<file path="src/rtl/plcm_pkg.sv">
// shared types, constants and reset table of the piecewise linear color map
`timescale 1ns / 1ps

package plcm_pkg;

    localparam int MAX_POINTS = 8;
    localparam int IDX_W      = $clog2(MAX_POINTS);
    localparam int CNT_W      = 4;
    localparam int CH_W       = 8;
    localparam int PROD_W     = 2 * CH_W;
    localparam int REM_W      = PROD_W + 1;
    localparam int DIV_W      = CH_W + 1;
    localparam int DIV_STAGES = 4;
    localparam int BITS_PER_STAGE = CH_W / DIV_STAGES;
    localparam int LAT_LERP   = DIV_STAGES + 1;

    localparam logic OP_WRITE  = 1'b0;
    localparam logic OP_SAMPLE = 1'b1;

    typedef struct packed {
        logic [CH_W-1:0] pos;
        logic [CH_W-1:0] opa;
        logic [CH_W-1:0] red;
        logic [CH_W-1:0] grn;
        logic [CH_W-1:0] blu;
    } point_t;

    // interpolation fraction shared by all four channels
    typedef struct packed {
        logic [CH_W-1:0] num;
        logic [CH_W-1:0] den;
    } frac_t;

    function automatic point_t default_point(input int idx);
        point_t p;
        p = '0;
        unique case (idx)
            1: p.pos = 8'd102;
            2: p = '{pos: 8'd128, opa: 8'd128, red: 8'd255, grn: 8'd128, blu: 8'd0};
            3: p = '{pos: 8'd255, opa: 8'd255, red: 8'd255, grn: 8'd255, blu: 8'd255};
            default: p = '0;
        endcase
        return p;
    endfunction

endpackage

</file>
<file path="src/rtl/plcm_if.sv">
// item channels of the color map: request in, rgba result out
`timescale 1ns / 1ps

interface plcm_req_if;
    logic       valid;
    logic       ready;
    logic       op;
    logic [2:0] point_index;
    logic [7:0] point_position;
    logic [7:0] point_opacity;
    logic [7:0] point_red;
    logic [7:0] point_green;
    logic [7:0] point_blue;
    logic [7:0] sample_value;

    modport source (output valid, op, point_index, point_position, point_opacity,
                    point_red, point_green, point_blue, sample_value, input ready);
    modport sink (input valid, op, point_index, point_position, point_opacity,
                  point_red, point_green, point_blue, sample_value, output ready);
endinterface

interface plcm_rsp_if;
    logic       valid;
    logic       ready;
    logic [7:0] out_red;
    logic [7:0] out_green;
    logic [7:0] out_blue;
    logic [7:0] out_opacity;

    modport source (output valid, out_red, out_green, out_blue, out_opacity, input ready);
    modport sink (input valid, out_red, out_green, out_blue, out_opacity, output ready);
endinterface

</file>
<file path="src/rtl/piecewise_linear_color_map_core.sv">
// top level of the piecewise linear color map
//
//  channel  dir  handshake      payload
//  req      in   valid/ready    op, point_index, point_*, sample_value
//  rsp      out  valid/ready    out_red, out_green, out_blue, out_opacity
//  cfg      in   cfg_we         cfg_wdata = active_points
//
// one item per cycle unless the result stalls; a sample result passes through
// input, search, product, four divider stages and output register
// a point write updates the table at acceptance and yields no result
// reset loads the default four-point ramp and active_points = 4
// a stalled result freezes the whole pipeline; req.ready follows it
`timescale 1ns / 1ps

module piecewise_linear_color_map_core
(
    input  logic                          clk,
    input  logic                          rst_n,
    plcm_req_if.sink                      req,
    plcm_rsp_if.source                    rsp,
    input  logic                          cfg_we,
    input  logic [plcm_pkg::CNT_W-1:0]    cfg_wdata
);

    localparam int NV = plcm_pkg::LAT_LERP;

    plcm_pkg::point_t                 tbl_reg [plcm_pkg::MAX_POINTS];
    logic [plcm_pkg::CNT_W-1:0]       active_reg;
    logic                             en;
    logic                             acc;

    // input stage
    logic                             v0_reg;
    logic [plcm_pkg::CH_W-1:0]        s_reg;

    // search stage
    logic                             v1_reg;
    plcm_pkg::point_t                 lp_reg, rp_reg, lp_next, rp_next;
    plcm_pkg::frac_t                  frac_reg, frac_next;

    logic [NV-1:0]                    vl_reg;
    logic                             out_valid_reg;
    logic [plcm_pkg::CH_W-1:0]        red_reg, grn_reg, blu_reg, opa_reg;
    logic [plcm_pkg::CH_W-1:0]        red_w, grn_w, blu_w, opa_w;

    assign en        = !out_valid_reg || rsp.ready;
    assign req.ready = en;
    assign acc       = req.valid && en;

    always_ff @(posedge clk or negedge rst_n)
    begin
        if (!rst_n)
        begin
            active_reg <= plcm_pkg::CNT_W'(4);
        end
        else if (cfg_we)
        begin
            active_reg <= cfg_wdata;
        end
    end

    for (genvar i = 0; i < plcm_pkg::MAX_POINTS; i++)
    begin : g_tbl
        always_ff @(posedge clk or negedge rst_n)
        begin
            if (!rst_n)
            begin
                tbl_reg[i] <= plcm_pkg::default_point(i);
            end
            else if (acc && req.op == plcm_pkg::OP_WRITE
                     && req.point_index == plcm_pkg::IDX_W'(i))
            begin
                tbl_reg[i] <= '{pos: req.point_position, opa: req.point_opacity,
                                red: req.point_red, grn: req.point_green,
                                blu: req.point_blue};
            end
        end
    end

    // priority scan for the first point above the sample
    always_comb
    begin
        logic [plcm_pkg::CNT_W-1:0] cnt;
        logic [plcm_pkg::IDX_W-1:0] ri, li;
        logic                       found;
        cnt = active_reg;
        if (cnt == '0)
        begin
            cnt = plcm_pkg::CNT_W'(1);
        end
        else if (cnt > plcm_pkg::CNT_W'(plcm_pkg::MAX_POINTS))
        begin
            cnt = plcm_pkg::CNT_W'(plcm_pkg::MAX_POINTS);
        end
        found = 1'b0;
        ri    = '0;
        for (int i = 0; i < plcm_pkg::MAX_POINTS; i++)
        begin
            if (!found && plcm_pkg::CNT_W'(i) < cnt && tbl_reg[i].pos > s_reg)
            begin
                ri    = plcm_pkg::IDX_W'(i);
                found = 1'b1;
            end
        end
        if (!found)
        begin
            li = plcm_pkg::IDX_W'(cnt - plcm_pkg::CNT_W'(1));
            ri = li;
        end
        else if (ri == '0)
        begin
            li = '0;
        end
        else
        begin
            li = ri - plcm_pkg::IDX_W'(1);
        end
        lp_next = tbl_reg[li];
        rp_next = tbl_reg[ri];
        if (rp_next.pos > lp_next.pos && s_reg >= lp_next.pos)
        begin
            frac_next.den = rp_next.pos - lp_next.pos;
            frac_next.num = s_reg - lp_next.pos;
            if (frac_next.num > frac_next.den)
            begin
                frac_next.num = frac_next.den;
            end
        end
        else
        begin
            frac_next = '0;
        end
    end

    always_ff @(posedge clk or negedge rst_n)
    begin
        if (!rst_n)
        begin
            v0_reg        <= 1'b0;
            v1_reg        <= 1'b0;
            vl_reg        <= '0;
            out_valid_reg <= 1'b0;
        end
        else if (en)
        begin
            v0_reg        <= acc && req.op == plcm_pkg::OP_SAMPLE;
            v1_reg        <= v0_reg;
            vl_reg        <= {vl_reg[NV-2:0], v1_reg};
            out_valid_reg <= vl_reg[NV-1];
        end
    end

    always_ff @(posedge clk)
    begin
        if (en)
        begin
            s_reg    <= req.sample_value;
            lp_reg   <= lp_next;
            rp_reg   <= rp_next;
            frac_reg <= frac_next;
            red_reg  <= red_w;
            grn_reg  <= grn_w;
            blu_reg  <= blu_w;
            opa_reg  <= opa_w;
        end
    end

    plcm_lerp u_red (.clk(clk), .en(en), .lo(lp_reg.red), .hi(rp_reg.red),
                     .frac(frac_reg), .value(red_w));
    plcm_lerp u_grn (.clk(clk), .en(en), .lo(lp_reg.grn), .hi(rp_reg.grn),
                     .frac(frac_reg), .value(grn_w));
    plcm_lerp u_blu (.clk(clk), .en(en), .lo(lp_reg.blu), .hi(rp_reg.blu),
                     .frac(frac_reg), .value(blu_w));
    plcm_lerp u_opa (.clk(clk), .en(en), .lo(lp_reg.opa), .hi(rp_reg.opa),
                     .frac(frac_reg), .value(opa_w));

    assign rsp.valid       = out_valid_reg;
    assign rsp.out_red     = red_reg;
    assign rsp.out_green   = grn_reg;
    assign rsp.out_blue    = blu_reg;
    assign rsp.out_opacity = opa_reg;

endmodule

</file>
<file path="src/rtl/plcm_lerp.sv">
// one channel: product stage then a 2-bit-per-stage restoring divider
`timescale 1ns / 1ps

module plcm_lerp
(
    input  logic                       clk,
    input  logic                       en,
    input  logic [plcm_pkg::CH_W-1:0]  lo,
    input  logic [plcm_pkg::CH_W-1:0]  hi,
    input  plcm_pkg::frac_t            frac,
    output logic [plcm_pkg::CH_W-1:0]  value
);

    logic [plcm_pkg::REM_W-1:0]  rem_reg [0:plcm_pkg::DIV_STAGES];
    logic [plcm_pkg::REM_W-1:0]  rem_next [0:plcm_pkg::DIV_STAGES];
    logic [plcm_pkg::DIV_W-1:0]  div_reg [0:plcm_pkg::DIV_STAGES];
    logic [plcm_pkg::CH_W-1:0]   q_reg [0:plcm_pkg::DIV_STAGES];
    logic [plcm_pkg::CH_W-1:0]   q_next [0:plcm_pkg::DIV_STAGES];
    logic [plcm_pkg::CH_W-1:0]   lo_reg [0:plcm_pkg::DIV_STAGES];
    logic                        neg_reg [0:plcm_pkg::DIV_STAGES];

    logic                        neg_next;
    logic [plcm_pkg::CH_W-1:0]   mag;
    logic [plcm_pkg::PROD_W-1:0] prod;
    logic [plcm_pkg::DIV_W-1:0]  div_next;

    // rounded quotient (2*mag*num + den) / (2*den); den of zero gives q of zero
    always_comb
    begin
        neg_next    = hi < lo;
        mag         = neg_next ? (lo - hi) : (hi - lo);
        prod        = mag * frac.num;
        rem_next[0] = {prod, 1'b0} + plcm_pkg::REM_W'(frac.den);
        q_next[0]   = '0;
        div_next    = (frac.den == '0) ? plcm_pkg::DIV_W'(1) : {frac.den, 1'b0};
    end

    always_ff @(posedge clk)
    begin
        if (en)
        begin
            rem_reg[0] <= rem_next[0];
            div_reg[0] <= div_next;
            q_reg[0]   <= q_next[0];
            lo_reg[0]  <= lo;
            neg_reg[0] <= neg_next;
        end
    end

    for (genvar j = 0; j < plcm_pkg::DIV_STAGES; j++)
    begin : g_div
        always_comb
        begin
            logic [plcm_pkg::REM_W-1:0] r;
            logic [plcm_pkg::REM_W-1:0] sh;
            logic [plcm_pkg::CH_W-1:0]  q;
            r = rem_reg[j];
            q = q_reg[j];
            for (int b = 0; b < plcm_pkg::BITS_PER_STAGE; b++)
            begin
                sh = plcm_pkg::REM_W'(div_reg[j])
                     << (plcm_pkg::CH_W - 1 - j * plcm_pkg::BITS_PER_STAGE - b);
                if (r >= sh)
                begin
                    r = r - sh;
                    q[plcm_pkg::CH_W - 1 - j * plcm_pkg::BITS_PER_STAGE - b] = 1'b1;
                end
            end
            rem_next[j+1] = r;
            q_next[j+1]   = q;
        end

        always_ff @(posedge clk)
        begin
            if (en)
            begin
                rem_reg[j+1] <= rem_next[j+1];
                div_reg[j+1] <= div_reg[j];
                q_reg[j+1]   <= q_next[j+1];
                lo_reg[j+1]  <= lo_reg[j];
                neg_reg[j+1] <= neg_reg[j];
            end
        end
    end

    assign value = neg_reg[plcm_pkg::DIV_STAGES]
                 ? lo_reg[plcm_pkg::DIV_STAGES] - q_reg[plcm_pkg::DIV_STAGES]
                 : lo_reg[plcm_pkg::DIV_STAGES] + q_reg[plcm_pkg::DIV_STAGES];

endmodule

</file>
<file path="src/flat_wrapper.sv">
// flat-port wrapper written by rule: the top's interface ports become plain ports
module piecewise_linear_color_map_core_flat 
  (clk, rst_n, cfg_we, cfg_wdata, req_valid, req_op, req_point_index, req_point_position, req_point_opacity, req_point_red, req_point_green, req_point_blue, req_sample_value, req_ready, rsp_valid, rsp_out_red, rsp_out_green, rsp_out_blue, rsp_out_opacity, rsp_ready);
  plcm_req_if req_i ();
  plcm_rsp_if rsp_i ();
  input  logic clk;
  input  logic rst_n;
  input  logic cfg_we;
  input  logic [plcm_pkg::CNT_W-1:0] cfg_wdata;
  input wire logic [$bits(req_i.valid)-1:0] req_valid;
  input wire logic [$bits(req_i.op)-1:0] req_op;
  input wire logic [$bits(req_i.point_index)-1:0] req_point_index;
  input wire logic [$bits(req_i.point_position)-1:0] req_point_position;
  input wire logic [$bits(req_i.point_opacity)-1:0] req_point_opacity;
  input wire logic [$bits(req_i.point_red)-1:0] req_point_red;
  input wire logic [$bits(req_i.point_green)-1:0] req_point_green;
  input wire logic [$bits(req_i.point_blue)-1:0] req_point_blue;
  input wire logic [$bits(req_i.sample_value)-1:0] req_sample_value;
  output wire logic [$bits(req_i.ready)-1:0] req_ready;
  output wire logic [$bits(rsp_i.valid)-1:0] rsp_valid;
  output wire logic [$bits(rsp_i.out_red)-1:0] rsp_out_red;
  output wire logic [$bits(rsp_i.out_green)-1:0] rsp_out_green;
  output wire logic [$bits(rsp_i.out_blue)-1:0] rsp_out_blue;
  output wire logic [$bits(rsp_i.out_opacity)-1:0] rsp_out_opacity;
  input wire logic [$bits(rsp_i.ready)-1:0] rsp_ready;
  assign req_i.valid = req_valid;
  assign req_i.op = req_op;
  assign req_i.point_index = req_point_index;
  assign req_i.point_position = req_point_position;
  assign req_i.point_opacity = req_point_opacity;
  assign req_i.point_red = req_point_red;
  assign req_i.point_green = req_point_green;
  assign req_i.point_blue = req_point_blue;
  assign req_i.sample_value = req_sample_value;
  assign req_ready = req_i.ready;
  assign rsp_valid = rsp_i.valid;
  assign rsp_out_red = rsp_i.out_red;
  assign rsp_out_green = rsp_i.out_green;
  assign rsp_out_blue = rsp_i.out_blue;
  assign rsp_out_opacity = rsp_i.out_opacity;
  assign rsp_i.ready = rsp_ready;
  piecewise_linear_color_map_core u_core (.clk(clk), .rst_n(rst_n), .req(req_i), .rsp(rsp_i), .cfg_we(cfg_we), .cfg_wdata(cfg_wdata));
endmodule
</file>
<file path="config.mk">
export PLATFORM = sky130hd
export DESIGN_NAME = piecewise_linear_color_map_core_flat
export DESIGN_NICKNAME = d
export VERILOG_FILES = /design/src/rtl/plcm_pkg.sv /design/src/rtl/plcm_if.sv /design/src/rtl/piecewise_linear_color_map_core.sv /design/src/rtl/plcm_lerp.sv /design/src/flat_wrapper.sv
export SDC_FILE = /design/constraint.sdc
export NUM_CORES = 2
export LEC_CHECK = 0
export BUFFER_PORTS_ARGS = -buffer_cell sky130_fd_sc_hd__clkbuf_2
export CAP_MARGIN = 5
export CORE_MARGIN = 10
export CORE_UTILIZATION = 65
export CTS_CLUSTER_DIAMETER = 150
export DETAILED_ROUTE_END_ITERATION = 8
export GPL_TIMING_DRIVEN = 1
export PLACE_DENSITY = 0.82
export SYNTH_ARGS = -nofsm -noshare
export SYNTH_HDL_FRONTEND = slang
export SYNTH_SLANG_ARGS = --single-unit
export TNS_END_PERCENT = 100
</file>
<file path="constraint.sdc">
create_clock -name clk -period 31.3 [get_ports clk]
set_clock_uncertainty 0.1 [all_clocks]
set_input_delay 3.13 -clock clk [delete_from_list [all_inputs] [get_ports clk]]
set_output_delay 3.13 -clock clk [all_outputs]
set_load 0.1 [all_outputs]
</file>
# Yosys cells after proc, flatten, opt, wreduce, memory -nomap -nowiden
# Memory sizes are Yosys's and may differ from the RTL's.
# Index checks and enable logic that the tools add are counted.
# word_totals
wordCells	350
ramBits	860
input_bits	61
out_inout_bits	34
mem_count	20
reg_bits	452
# classes
n_lt_le_gt_ge	58
n_bitwise	3
n_reduce_logical	40
n_eq_ne	7
addsub	56
muxes	102
multipliers	4
# mem_list
name	words	width	read_ports	rd_ports_with_merged_regs	write_ports	line_no	source
u_core.u_blu.rem_reg	5	17	4	0	5	plcm_lerp.sv:14	logic [plcm_pkg::REM_W-1:0] rem_reg [0:plcm_pkg::DIV_STAGES];
u_core.u_grn.rem_reg	5	17	4	0	5	plcm_lerp.sv:14	
u_core.u_opa.rem_reg	5	17	4	0	5	plcm_lerp.sv:14	
u_core.u_red.rem_reg	5	17	4	0	5	plcm_lerp.sv:14	
u_core.u_blu.div_reg	5	9	4	0	5	plcm_lerp.sv:16	logic [plcm_pkg::DIV_W-1:0] div_reg [0:plcm_pkg::DIV_STAGES];
u_core.u_grn.div_reg	5	9	4	0	5	plcm_lerp.sv:16	
14 more memories	--	--	--	--	--	--	
# op_table
operator	count
$mux W17	32
$bmux W40 S3	2
$mux W40	4
$sub A8 B8 Y8	14
$gt A8 B8 Y1	10
$mux W8	9
$add A17 B8 Y17	4
$ge A17 B10 Y1	4
$ge A17 B11 Y1	4
$ge A17 B12 Y1	4
$ge A17 B13 Y1	4
$ge A17 B14 Y1	4
$ge A17 B15 Y1	4
$ge A17 B16 Y1	4
$ge A17 B9 Y1	4
$sub A17 B10 Y17	4
$sub A17 B11 Y17	4
$sub A17 B12 Y17	4
$sub A17 B13 Y17	4
$sub A17 B14 Y17	4
$sub A17 B15 Y17	4
$sub A17 B16 Y17	4
$sub A17 B9 Y17	4
$mul A8 B8 Y16	4
25 further kinds	127

# Logic depth before layout (Yosys ltp)
# logic_depth
ltp_word	44
ltp_mapped	35
ltp_nobuf	34

# By module
# From an unflattened synthesis, not the netlist that was laid out.
# unflattened
hier_cells	7256
area_unflattened_um2	76900.0
# modules_own_cells
mod	cells_per_inst	n_inst	area_each_um2
piecewise_linear_color_map_core	2255	1	24249.5
plcm_lerp (u_core.u_grn)	1248	1	13254.0
plcm_lerp (u_core.u_opa)	1257	1	13241.4
plcm_lerp (u_core.u_blu)	1243	1	13132.6
plcm_lerp (u_core.u_red)	1253	1	13022.5

# Least setup slack after synthesis
# No wires, ideal clock.
# synth_timing
kind	input to output
start	in rsp_ready
end	out req_ready
path_buffers	1
required_ns	28.070
slack_ns	5.634
stages	2
t_arrival_ns	22.436
cell_sequence	nand2b_1 -> clkbuf_1
# synth_between
elab_chain_cells	1
# synth_lines
element	line_no	source
from (decl)	flat_wrapper.sv:25	input wire logic [$bits(rsp_i.ready)-1:0] rsp_ready;
$logic_or A1 B1 Y1	piecewise_linear_color_map_core.sv:46	assign en = !out_valid_reg || rsp.ready;
to (decl)	flat_wrapper.sv:19	output wire logic [$bits(req_i.ready)-1:0] req_ready;
# Every way passes these cells.

# Final worst setup path
# layout_timing
start	reg u_core.s_reg[1] (netlist name)
end	reg u_core.frac_reg[8] (netlist name) (data pin)
# layout_between
elab_chain_cells	41
elab_cells_between_ends	65
cone_classes	3 x add/sub; 11 x order compare; 25 x mux; 2 x bitwise; 24 x reduce/logical
# layout_lines
element	line_no	source
from (decl)	piecewise_linear_color_map_core.sv:34	logic [plcm_pkg::CH_W-1:0] s_reg;
from (signal assigned)	piecewise_linear_color_map_core.sv:157	s_reg <= req.sample_value;
$gt A8 B8 Y1	piecewise_linear_color_map_core.sv:99	if (!found && plcm_pkg::CNT_W'(i) < cnt && tbl_reg[i].pos > s_reg)
$logic_and A1 B1 Y1	piecewise_linear_color_map_core.sv:99	
$mux W1	piecewise_linear_color_map_core.sv:99	
$logic_not A1 Y1	piecewise_linear_color_map_core.sv:99	
$logic_and A1 B1 Y1 (2 in series)	piecewise_linear_color_map_core.sv:99	
$mux W1	piecewise_linear_color_map_core.sv:99	
$logic_not A1 Y1	piecewise_linear_color_map_core.sv:99	
$logic_and A1 B1 Y1 (2 in series)	piecewise_linear_color_map_core.sv:99	
[... 22 more ...]	--	
$mux W3	piecewise_linear_color_map_core.sv:110	else if (ri == '0)
$mux W3	piecewise_linear_color_map_core.sv:105	if (!found)
$not A3 Y4 (implied by the code)	piecewise_linear_color_map_core.sv:118	lp_next = tbl_reg[li];
$bmux W40 S3	piecewise_linear_color_map_core.sv:118	
$mux W40 (implied by the code) (2 in series)	piecewise_linear_color_map_core.sv:118	
$sub A8 B8 Y8 (on tied branches)	piecewise_linear_color_map_core.sv:123, piecewise_linear_color_map_core.sv:122	
$gt A8 B8 Y1	piecewise_linear_color_map_core.sv:124	if (frac_next.num > frac_next.den)
$mux W8	piecewise_linear_color_map_core.sv:124	
to (signal assigned)	piecewise_linear_color_map_core.sv:160	frac_reg <= frac_next;
to (decl)	piecewise_linear_color_map_core.sv:39	plcm_pkg::frac_t frac_reg, frac_next;
# Several ways; a longest one is shown, not always the timed one. The select of a mux whose other input is x is not followed.
# A chain may end at the register's enable or synchronous reset.

==> impl_metrics.yaml <==
status:
  outcome: "finished clean"
worst_setup_path:
  ff2ff_path_depth: 27
  cp-start-kind: "flop"
  r2r_end: "u_core.frac_reg[8]"
  crit_path_end: "u_core.frac_reg[8]"
  crit_path_end_kind: "flop"
  r2r_start: "u_core.s_reg[1]"
  reg2reg_slack_ns: 22.95
  crit_fanout: 48
  crit_type: "reg2reg"
  setup.worst_path.start: "u_core.s_reg[1]"
  worstPathRequired_ns: 31.65
  cp.arrival_ns: 8.70
clock_tree:
  clock_sinks: 1008
  clk_pin_slew_ns: 0.07
  insertion_delay_ns: 0.71
  h-tree-depth: 3
  clockBufferDepth: 3
  cts_buffers: 104
  root_buffer: "clkbuf_16"
  postCtsHoldBufs: 0
  cts_tree: "done"
  postCtsSetupBuffers: 0
  cts_resized: 0
floorplan:
  ios: 95
  die_area_um2: 122000
  die_w_um: 349
  fp.dieH_um: 349
  std_cell_rows: 120
  initial_utilization_pct: 65.6
  core_area_um2: 107000
timing:
  finalWorstSetupSlack_ns: 22.95
  clock.fmax_ghz: 0.120
  fin_crit_sh_pct: 26.7
  finalWorstPathRequiredPeriod_ns: 8.35
  hold_viol: 0
  relSlewSlack_pct: 17.1
  worstMarginPinSlew_ns: 1.24
  rsz0062_at_grt: "no"
  setup_viol: 0
  setup_tns_ns: 0
  finalMaxSlewViolations: 0
grt:
  use_met3_pct: 4.08
  grt_pass1_wl_um: 258000
  antenna_found_initial: 10
  grt_busiest_layer: "met2"
  grt_pass1_vias: 50100
  use_met1_pct: 32.7
  met2_usage_pct: 43.6
  gr-usage-all-layers_pct: 25.9
  grt_overflow_total: 0
  grt_max_degree: 169
logic_synthesis:
  mappedNetlistNets: 7449
  async_flop_share_pct: 32.9
  synth_edf_count: 676
  yosysWarningCount: 0
  ys_ff_latch: 1008
  syn-cell-area_um2: 70400
  ys_seq_area_share_pct: 40.8
  syn_avg_cell_area_um2: 10.7
  ys.flop_type: "edfxtp_1"
  synthCells: 6559
  synth.distinct_cells: 112
placement:
  dp_hpwl_um: 112000
  place.port_buffers: 94
  globalplace.congestion: 0.922
  dp_cells: 7890
  dpl_worst_slack_ns: 22.99
route:
  drt_wl_total_um: 160000
  drc: 0
  via_count: 49700
  ant_nets: 0
  routedWlPerCell_um: 19.7
  drtIter0Drc: 4145
  vias_per_cell: 6.15
  drt_first_pass_iters: 6
final_layout:
  final.fill_count: 7589
  final_nets: 7483
  drive_gt1_share_pct: 14.4
  largest_reg_flops: 320
  finish.utilization_pct: 70.5
  areaGrowthSynthToFinish_pct: 7.39
  fin_cells: 8086
run:
  maxCapViolations: 0
hold_path:
  holdPathStages: 0
  hold_path.class: "reg2reg"
## worst max-delay path, stage by stage (launching register included)
cell      delay [ns]
edfxtp_1        0.41
inv_1           0.38
ha_1            0.33
nor2b_1         0.14
o211ai_1        0.18
a21oi_1         0.12
o31ai_2         0.29
nand4_2         0.34
a31oi_4         0.24
buf_4           0.61
o311a_2         0.93
buf_4           0.66
a311oi_1        0.11
a31o_2          0.28
ha_1            0.22
fa_1            0.44
nor2b_1         0.11
o21ai_0         0.12
a21boi_0        0.26
nor2_1          0.12
ha_1            0.33
o31a_1          0.12
o21ai_0         0.19
nand2b_1        0.08
a21oi_1         0.15
nor2b_1         0.09
o221ai_4        0.38
mux2_4          0.34
## cells in the mapped netlist, drive strengths merged (63+ instances only)
cell,number,area [um^2]
and3,73,458
a21oi,356,1810
mux2i,63,631
a21o,128,961
nor2b,123,769
nor3,72,390
xor2,103,902
nand3,140,711
edfxtp,676,20300
mux4,78,1760
ha,639,8000
clkbuf,132,495
and2,100,626
mux2,435,4910
nor2,327,1250
fa,190,3800
nand2b,79,494
nand2,769,2890
dfrtp,276,6910
xnor2,251,2200
o21ai,212,1060
o21bai,73,552
inv,597,2240
buf,74,407
nand4,68,432
## cell families (layout without fill, tap and decap cells)
family | Yosys count | in the layout | synth area share [%]
multiplexers | 576 | 576 | 10.4
flip-flops | 1008 | 1008 | 40.8
buffers and inverters | 804 | 924 | 4.47
other | 0 | 4 | 0
adder cells (fa/ha/maj) | 829 | 829 | 16.8
XOR/XNOR | 354 | 354 | 4.41
AO/OA/AOI/OAI | 1094 | 1094 | 10.2
AND/OR/NAND/NOR | 1894 | 1894 | 13.0
## worst min path at each step
stage / startpoint / to / slack (ns)
global placement: u_core.u_opa.lo_reg[0][16] / u_core.u_opa.lo_reg[0][24] / 0.30
CTS: u_core.u_red.lo_reg[0][20] / u_core.u_red.lo_reg[0][28] / 0.31
global route: u_core.u_red.lo_reg[0][20] / u_core.u_red.lo_reg[0][28] / 0.31
detailed placement: u_core.u_blu.lo_reg[0][15] / u_core.u_blu.lo_reg[0][23] / 0.30
floorplan: u_core.u_blu.lo_reg[0][2] / u_core.u_blu.lo_reg[0][10] / 0.30
finish: u_core.u_red.lo_reg[0][20] / u_core.u_red.lo_reg[0][28] / 0.30
## area by class of cell
| type | instances | area (um^2) | area share (%) |
|---|---|---|---|
| Inverter | 598 | 2240 | 2.97 |
| Antenna cell | 4 | 10.0 | 0.0132 |
| Sequential cell | 1008 | 28700 | 38.0 |
| Clock inverter | 63 | 634 | 0.840 |
| Multi-Input combinational cell | 4747 | 38600 | 51.2 |
| Timing Repair Buffer | 134 | 806 | 1.07 |
| Clock buffer | 129 | 2780 | 3.68 |
| Tap cell | 1403 | 1760 | 2.32 |
## cells in the final DEF, fill, tap and decap left out, drive strengths merged, types with 39 or more instances in the layout
master / n
nand2: 769
edfxtp: 676
ha: 639
inv: 605
mux2: 435
a21oi: 356
nor2: 327
dfrtp: 276
xnor2: 251
clkbuf: 222
o21ai: 212
fa: 190
nand3: 140
a21o: 128
nor2b: 123
xor2: 103
and2: 100
nand2b: 79
mux4: 78
and3: 73
o21bai: 73
nor3: 72
nand4: 68
mux2i: 63
dfstp: 56
a311oi: 43
a21boi: 42
buf: 41
clkinv: 41
a31o: 39
## through the flow
step                hold WS (ns)  cell area (um^2)
finish                     0.304             75600
floorplan                  0.300             70400
global placement           0.302             72100
detailed placement         0.305             72100
global route               0.307             75600
CTS                        0.308             75500
## metal layers
layer	routed length, um	up-vias	share of wire [%]
li1	-	23400	-
met3	9840	480	6.2
met4	7670	14	4.8
met5	117	-	0.073
met1	65700	24100	41
met2	76400	1721	48
Power is left out: the tool's default activity adds up to more than one toggle a clock period on the data nets, which glitch-free logic cannot reach.
